`src/rtl/u8sv_pkg.sv`:
```
// ----------------------------------------------------------------------------
// u8sv_pkg: shared types and constants of the UTF-8 stream validator
// Byte classes, the step request between classifier and tracker, the
// result payload and the position width.
// ----------------------------------------------------------------------------
package u8sv_pkg;

	localparam int INDEX_WIDTH = 16;
	localparam logic [INDEX_WIDTH-1:0] IDX_MAX = {INDEX_WIDTH{1'b1}};

	typedef logic [INDEX_WIDTH-1:0] idx_t;

	typedef enum logic [2:0] {
		CLS_ASCII = 3'd0,
		CLS_CONT  = 3'd1,
		CLS_LEAD2 = 3'd2,
		CLS_LEAD3 = 3'd3,
		CLS_LEAD4 = 3'd4,
		CLS_BAD   = 3'd5
	} byte_cls_t;

	typedef struct packed {
		byte_cls_t cls;
		logic      last;
	} step_t;

	typedef struct packed {
		logic valid_res;
		idx_t error_index;
	} result_t;

endpackage

```
`src/rtl/u8sv_if.sv`:
```
// ----------------------------------------------------------------------------
// u8sv_if: request and result channels of the UTF-8 stream validator
// Valid/ready channels; a request moves on a clock edge with both high.
// ----------------------------------------------------------------------------
interface u8sv_req_if;
	logic       valid;
	logic       ready;
	logic [7:0] data_byte;
	logic       last_byte;

	modport source (output valid, output data_byte, output last_byte, input ready);
	modport sink (input valid, input data_byte, input last_byte, output ready);
endinterface

interface u8sv_rsp_if
	import u8sv_pkg::*;
();
	logic valid;
	logic ready;
	logic valid_res;
	idx_t error_index;

	modport source (output valid, output valid_res, output error_index, input ready);
	modport sink (input valid, input valid_res, input error_index, output ready);
endinterface

```
`src/rtl/utf8_stream_validator_core.sv`:
```
// ----------------------------------------------------------------------------
// utf8_stream_validator_core: streaming UTF-8 form checker
// Flow: an accepted byte is held in the input register and tracked as it moves
// on; a last byte loads its verdict into the result register, which offers it.
// Throughput: one byte per cycle; the result register lets the next byte in
// while a verdict waits, and only a last byte facing a full result stalls.
// Reset: arst_n clears all position, sequence and error state at once.
// ----------------------------------------------------------------------------
module utf8_stream_validator_core
	import u8sv_pkg::*;
(
	input  logic      clk,
	input  logic      arst_n,
	u8sv_req_if.sink   req,
	u8sv_rsp_if.source rsp
);

	logic       valid_s1;
	logic [7:0] data_byte_s1;
	logic       last_s1;
	byte_cls_t  cls;
	step_t      step;
	result_t    res;
	logic       res_valid_q;
	result_t    res_q;
	logic       res_free;
	logic       adv_s1;

	assign res_free  = !res_valid_q || rsp.ready;
	assign adv_s1    = valid_s1 && (!last_s1 || res_free);
	assign req.ready = !valid_s1 || adv_s1;

	always_ff @(posedge clk or negedge arst_n) begin
		if (!arst_n) begin
			valid_s1 <= 1'b0;
		end else if (req.ready) begin
			valid_s1 <= req.valid;
		end
	end

	always_ff @(posedge clk) begin
		if (req.ready && req.valid) begin
			data_byte_s1 <= req.data_byte;
			last_s1      <= req.last_byte;
		end
	end

	u8sv_classify u_classify (
		.data_byte (data_byte_s1),
		.cls       (cls)
	);

	assign step.cls  = cls;
	assign step.last = last_s1;

	u8sv_tracker u_tracker (
		.clk     (clk),
		.arst_n  (arst_n),
		.step_en (adv_s1),
		.step    (step),
		.result  (res)
	);

	always_ff @(posedge clk or negedge arst_n) begin
		if (!arst_n) begin
			res_valid_q <= 1'b0;
		end else if (res_free) begin
			res_valid_q <= adv_s1 && last_s1;
		end
	end

	always_ff @(posedge clk) begin
		if (res_free && adv_s1 && last_s1) begin
			res_q <= res;
		end
	end

	assign rsp.valid       = res_valid_q;
	assign rsp.valid_res   = res_q.valid_res;
	assign rsp.error_index = res_q.error_index;

endmodule

```
`src/rtl/u8sv_classify.sv`:
```
// ----------------------------------------------------------------------------
// u8sv_classify: byte class decoder
// Sorts a raw byte into single, follower, 2/3/4-byte lead or illegal.
// ----------------------------------------------------------------------------
module u8sv_classify
	import u8sv_pkg::*;
(
	input  logic [7:0] data_byte,
	output byte_cls_t  cls
);

	always_comb begin
		unique case (data_byte) inside
			[8'd0:8'd127]:   cls = CLS_ASCII;
			[8'd128:8'd191]: cls = CLS_CONT;
			[8'd192:8'd223]: cls = CLS_LEAD2;
			[8'd224:8'd239]: cls = CLS_LEAD3;
			[8'd240:8'd247]: cls = CLS_LEAD4;
			default:         cls = CLS_BAD;
		endcase
	end

endmodule

```
`src/rtl/u8sv_tracker.sv`:
```
// ----------------------------------------------------------------------------
// u8sv_tracker: sequence state and first-error tracking
// Advances the open-sequence state by one classified byte per step and
// forms the verdict on the last byte of a string.
// ----------------------------------------------------------------------------
module u8sv_tracker
	import u8sv_pkg::*;
(
	input  logic    clk,
	input  logic    arst_n,
	input  logic    step_en,
	input  step_t   step,
	output result_t result
);

	logic [1:0] bytes_pending_q, pend_n;
	idx_t       sequence_start_q, seq_n;
	idx_t       byte_position_q, pos_n;
	logic       error_seen_q, err_n;
	idx_t       error_position_q, errpos_n;

	always_comb begin
		pend_n   = bytes_pending_q;
		seq_n    = sequence_start_q;
		err_n    = error_seen_q;
		errpos_n = error_position_q;
		if (!error_seen_q) begin
			if (bytes_pending_q != 2'd0) begin
				if (step.cls == CLS_CONT) begin
					pend_n = bytes_pending_q - 2'd1;
				end else begin
					err_n    = 1'b1;
					errpos_n = sequence_start_q;
					pend_n   = 2'd0;
				end
			end else begin
				case (step.cls)
					CLS_ASCII: ;
					CLS_LEAD2: begin
						pend_n = 2'd1;
						seq_n  = byte_position_q;
					end
					CLS_LEAD3: begin
						pend_n = 2'd2;
						seq_n  = byte_position_q;
					end
					CLS_LEAD4: begin
						pend_n = 2'd3;
						seq_n  = byte_position_q;
					end
					default: begin
						err_n    = 1'b1;
						errpos_n = byte_position_q;
					end
				endcase
			end
			if (step.last && !err_n && pend_n != 2'd0) begin
				err_n    = 1'b1;
				errpos_n = seq_n;
				pend_n   = 2'd0;
			end
		end
		pos_n = (byte_position_q == IDX_MAX) ? IDX_MAX : byte_position_q + idx_t'(1);
	end

	assign result.valid_res   = !err_n;
	assign result.error_index = err_n ? errpos_n : '0;

	always_ff @(posedge clk or negedge arst_n) begin
		if (!arst_n) begin
			bytes_pending_q  <= '0;
			sequence_start_q <= '0;
			byte_position_q  <= '0;
			error_seen_q     <= 1'b0;
			error_position_q <= '0;
		end else if (step_en) begin
			if (step.last) begin
				bytes_pending_q  <= '0;
				sequence_start_q <= '0;
				byte_position_q  <= '0;
				error_seen_q     <= 1'b0;
				error_position_q <= '0;
			end else begin
				bytes_pending_q  <= pend_n;
				sequence_start_q <= seq_n;
				byte_position_q  <= pos_n;
				error_seen_q     <= err_n;
				error_position_q <= errpos_n;
			end
		end
	end

	a_pend_no_err: assert property (@(posedge clk) disable iff (!arst_n)
		bytes_pending_q != 2'd0 |-> !error_seen_q)
		else $error("sequence still open after an error");

	a_seq_behind: assert property (@(posedge clk) disable iff (!arst_n)
		bytes_pending_q != 2'd0 |-> sequence_start_q <= byte_position_q)
		else $error("open sequence starts after current byte");

	a_err_behind: assert property (@(posedge clk) disable iff (!arst_n)
		error_seen_q |-> error_position_q <= byte_position_q)
		else $error("error placed beyond current byte");

	a_end_clears: assert property (@(posedge clk) disable iff (!arst_n)
		step_en && step.last |=> byte_position_q == '0 && !error_seen_q)
		else $error("state not cleared after last byte");

endmodule

```
`src/flat_wrapper.sv`:
```
// flat-port wrapper written by rule: the top's interface ports become plain ports
module utf8_stream_validator_core_flat import u8sv_pkg::*;
  (clk, arst_n, req_valid, req_data_byte, req_last_byte, req_ready, rsp_valid, rsp_valid_res, rsp_error_index, rsp_ready);
  u8sv_req_if req_i ();
  u8sv_rsp_if rsp_i ();
  input  logic clk;
  input  logic arst_n;
  input wire logic [$bits(req_i.valid)-1:0] req_valid;
  input wire logic [$bits(req_i.data_byte)-1:0] req_data_byte;
  input wire logic [$bits(req_i.last_byte)-1:0] req_last_byte;
  output wire logic [$bits(req_i.ready)-1:0] req_ready;
  output wire logic [$bits(rsp_i.valid)-1:0] rsp_valid;
  output wire logic [$bits(rsp_i.valid_res)-1:0] rsp_valid_res;
  output wire logic [$bits(rsp_i.error_index)-1:0] rsp_error_index;
  input wire logic [$bits(rsp_i.ready)-1:0] rsp_ready;
  assign req_i.valid = req_valid;
  assign req_i.data_byte = req_data_byte;
  assign req_i.last_byte = req_last_byte;
  assign req_ready = req_i.ready;
  assign rsp_valid = rsp_i.valid;
  assign rsp_valid_res = rsp_i.valid_res;
  assign rsp_error_index = rsp_i.error_index;
  assign rsp_i.ready = rsp_ready;
  utf8_stream_validator_core u_core (.clk(clk), .arst_n(arst_n), .req(req_i), .rsp(rsp_i));
endmodule
```
`config.mk`:
```
export PLATFORM = sky130hd
export DESIGN_NAME = utf8_stream_validator_core_flat
export DESIGN_NICKNAME = d
export VERILOG_FILES = /design/src/rtl/u8sv_pkg.sv /design/src/rtl/u8sv_if.sv /design/src/rtl/utf8_stream_validator_core.sv /design/src/rtl/u8sv_classify.sv /design/src/rtl/u8sv_tracker.sv /design/src/flat_wrapper.sv
export SDC_FILE = /design/constraint.sdc
export NUM_CORES = 1
export LEC_CHECK = 0
export ABC_CLOCK_PERIOD_IN_PS = 5800
export BUFFER_PORTS_ARGS = -buffer_cell sky130_fd_sc_hd__buf_2
export CAP_MARGIN = 20
export CORE_MARGIN = 1.5
export CORE_UTILIZATION = 35
export CTS_CLUSTER_DIAMETER = 200
export DETAILED_ROUTE_END_ITERATION = 8
export PLACE_DENSITY_LB_ADDON = 0.25
export SETUP_SLACK_MARGIN = 0.3
export SYNTH_ARGS = -nofsm -noshare
export SYNTH_HDL_FRONTEND = slang
export SYNTH_SLANG_ARGS = --single-unit
```
`constraint.sdc`:
```
create_clock -name clk -period 5.8 [get_ports clk]
set_input_delay 0.58 -clock clk [delete_from_list [all_inputs] [get_ports clk]]
set_output_delay 0.58 -clock clk [all_outputs]
set_load 0.03 [all_outputs]
```
==> summary by stage <==
Power and ir drop
Summing internal, switching and leakage power gives 1.51 mW. The worst-case IR drop observed on VDD is roughly 0.00013 V. In this run the power density over the cells is 323 nW/um2. In this run the static leakage power is 1.89 nW.

Global route
Entering global routing, the biggest net connects 54 pins. The total overflow reported by the global router is 0. The number of antenna violations at the first check in global routing is 0. The via count of the first global-routing pass is 3,213.

The total track usage is roughly 18%. The first global-routing pass estimated 17.2 mm of wire.

STA
Setup violations remaining at the end of the flow were counted as 0. The shortest period the worst path allows is 3.19 ns. The number of failing hold endpoints at the final stage is 0. The period utilization is 55.0%. The total negative slack for setup checks is 0 ns. The count of pins over their slew limit is 0.

In this run the tightest slew margin relative to its limit is 29.1%. Setup repair after global routing left no endpoint under its margin. The transition time at the pin with the least slew margin is about 1.1 ns. The maximum clock frequency is 314 MHz. The final setup skew is around 0.0061 ns.

Placed design
Detailed placement finished with a half-perimeter wire length of 6.68 mm. Input and output buffers added on the ports amount to 28. Routability-driven placement finished with a final weighted congestion of 0.769. The post-placement cell area is 4360 um2.

Floorplanning
The full die area is 12,900 um2. Measured along the x axis, the die boundary spans 113 um. The die outline height is 113 um. The count of pins on the block boundary is 32.

For this configuration, the core starts out at a cell density of between 30% and 40%. The floorplan has 40 rows. The region available for standard cell placement spans between 10,000 and 15,000 um2.

CTS
The clock tree root buffer cell is sky130_fd_sc_hd__clkbuf_16. The number of H-tree levels is 3. The clock tree from TritonCTS is done. Buffers inserted during clock tree synthesis total 9. The number of setup buffers added after CTS is 0. The tree built by TritonCTS fans out to 76 sinks. The worst-skew pair later-pin latency is 0.34 ns. The number of hold-repair buffers added at the cts stage is 0.

After clock tree synthesis, the clock-pin slew on the worst setup and hold paths is around 0.06 ns. No sink is reached through more buffers than the 2 on the longest clock path. The number of gates resized after CTS is 0.

Final layout
The count of nets after finishing is about 440. At the end of the flow the core is filled with cells to 39.0%. The final design instance area without fill is 4670 um2. The repair_antennas step left the layout with diodes totalling 0. In the final layout, the share of cells above drive strength 1 is about 16%. Compared with the post-synthesis result, the final layout area differs by 9.48%.

Critical path
The critical path is of the reg2reg type. The number of cells traversed by the worst register-to-register path is 8. The worst setup path is captured at a flip-flop. Data on the critical path arrives at its endpoint at 3.20 ns. Data on the critical path is required at its endpoint by between 5 and 6 ns. The largest driver fanout on the critical path is 33. STA classifies the critical path startpoint as a flip-flop.

Route
The overall via count from detail_route is 3,242. After detailed routing, the number of vias per cell comes to 5.65. The routed wire length per instance is between 15 and 20 um. Wires add up to between 10 and 15 mm. For this run, design rule violations remaining after detail routing come to 0. The first-pass iteration count of the detailed router is 4. In this run the remaining antenna-violating nets after routing total 0. In this run, the number of DRC markers left after iteration 0 of detailed routing was 251.

Synthesis
After synthesis, the most frequently instantiated cells are 67 x sky130_fd_sc_hd__nand2_1, 53 x sky130_fd_sc_hd__dfrtp_1, 50 x sky130_fd_sc_hd__o21ai_0. The synthesized design devotes to its leading area cell type 31.1% of total area. The post-synthesis cell area is roughly 4300 um2.

The count of warnings emitted by yosys is 0. The synthesized instance count is 413. In the synthesized netlist the async set-or-reset flop fraction comes to about 70%. The count of flip-flops with a built-in enable after synthesis is 23.

The netlist uses 61 different library cells. After synthesis the netlist holds a flip-flop and latch count of 76. The most used flip-flop cell after synthesis is sky130_fd_sc_hd__dfrtp_1. The share of the Yosys chip area taken by registers is 47.3%. Among all cell types in the netlist, the one instantiated most often is sky130_fd_sc_hd__nand2_1. Each instance of the synthesized netlist takes up on average 10.3 um2. The synthesized netlist net count is 428.

By area the synthesized netlist is led by sky130_fd_sc_hd__dfrtp_1 31%, sky130_fd_sc_hd__edfxtp_1 16%, sky130_fd_sc_hd__mux2i_1 8.9%, sky130_fd_sc_hd__nand2_1 5.9%, sky130_fd_sc_hd__o21ai_0 5.9%. The largest total area in the synthesized netlist belongs to sky130_fd_sc_hd__dfrtp_1.

Min path
The path type of the worst min-delay path is in2async.

Status
The run finished with clean final reports.

Run
Across the run, the number of max-cap violations was 0.
[area by class of cell]
type                            count  area [um2]
Clock buffer                       15         278
Clock inverter                      1        30.0
Fill cell                        1170        7290
Inverter                            8        30.0
Multi-Input combinational cell    296        1970
Sequential cell                    76        2020
Tap cell                          147         184
Timing Repair Buffer               31         163
[cells in the final DEF, fill, tap and decap left out, types with 7 or more instances in the layout]
cell	instances
sky130_fd_sc_hd__nand2_1	67
sky130_fd_sc_hd__dfrtp_1	53
sky130_fd_sc_hd__inv_1	8
sky130_fd_sc_hd__edfxtp_1	23
sky130_fd_sc_hd__buf_2	28
sky130_fd_sc_hd__mux2i_1	38
sky130_fd_sc_hd__clkbuf_16	9
sky130_fd_sc_hd__o221ai_1	12
sky130_fd_sc_hd__a21oi_1	16
sky130_fd_sc_hd__nand3_1	9
sky130_fd_sc_hd__o21ai_0	49
sky130_fd_sc_hd__o221ai_2	10
sky130_fd_sc_hd__nor2_1	7
[sequential cells by signal, indices dropped and copies added, names as in the netlist]
signal	flops
u_core.u_tracker.byte_position_q	16
u_core.last_s1	1
u_core.u_tracker.bytes_pending_q	2
u_core.data_byte_s1	5
u_core.valid_s1	1
u_core.rsp.error_index	16
u_core.u_tracker.error_seen_q	1
u_core.u_tracker.error_position_q	16
u_core.u_tracker.sequence_start_q	16
u_core.rsp.valid_res	1
u_core.rsp.valid	1
[worst max-delay path: stages, from the launching register on]
cell and delay, ns:
sky130_fd_sc_hd__dfrtp_1 0.41, sky130_fd_sc_hd__inv_1 0.09, sky130_fd_sc_hd__ha_1 0.14, sky130_fd_sc_hd__buf_4 0.41, sky130_fd_sc_hd__inv_1 0.11, sky130_fd_sc_hd__a221oi_1 0.39, sky130_fd_sc_hd__a211oi_2 0.11, sky130_fd_sc_hd__o21ai_2 0.85
sky130_fd_sc_hd__o221ai_1 0.34
[report_power, final]
group	internal (mW)	switching, mW
Clock	0.369	0.215
Sequential	0.579	0.0490
Combinational	0.0927	0.201
Total	1.04	0.465
[path summary, 6_finish.rpt]
kind                                                                         from                                           endpoint  slack (ns)
worst max-delay path              u_core.u_tracker.bytes_pending_q[0]$_DFFE_PN0P_           u_core.rsp.error_index[15]$_SDFFCE_PN0P_        2.61
worst min-delay path                                                       arst_n   u_core.u_tracker.error_position_q[5]$_DFFE_PN0P_        0.36
worst max register to register    u_core.u_tracker.bytes_pending_q[0]$_DFFE_PN0P_           u_core.rsp.error_index[15]$_SDFFCE_PN0P_        2.61
worst min register to register  u_core.u_tracker.error_position_q[15]$_DFFE_PN0P_  u_core.u_tracker.error_position_q[15]$_DFFE_PN0P_        0.48
max in group asynchronous                                                  arst_n   u_core.u_tracker.byte_position_q[15]$_DFFE_PN0P_        4.94
min in group clk                                                 req_data_byte[3]                   u_core.data_byte_s1[3]$_DFFE_PP_        0.41
[layer usage]
layer,vias to the layer above,wire [um],track usage (%)
met5,-,0,0
met4,0,188,7.42
met3,13,576,3.70
met1,1587,4880,23.9
met2,78,4810,27.2
li1,1564,-,-
[logic make-up after synthesis]
group | after synthesis | synth area share, %
adder cells (fa/ha/maj) | 2 | 0.587
AND/OR/NAND/NOR | 117 | 13.2
AO/OA/AOI/OAI | 138 | 23.2
multiplexers | 39 | 9.19
buffers and inverters | 41 | 6.57
flip-flops | 76 | 47.3
[stage by stage]
stage / hold WS, ns / cells / setup slack, ns
detailed placement: 0.471 / 558 / 2.58
CTS: 0.403 / 574 / 2.57
finish: 0.358 / 574 / 2.61
global placement: 0.462 / 558 / 2.59
floorplan: 0.284 / 413 / 3.70
global route: 0.402 / 574 / 2.40
(Power assumes the default switching activity.)
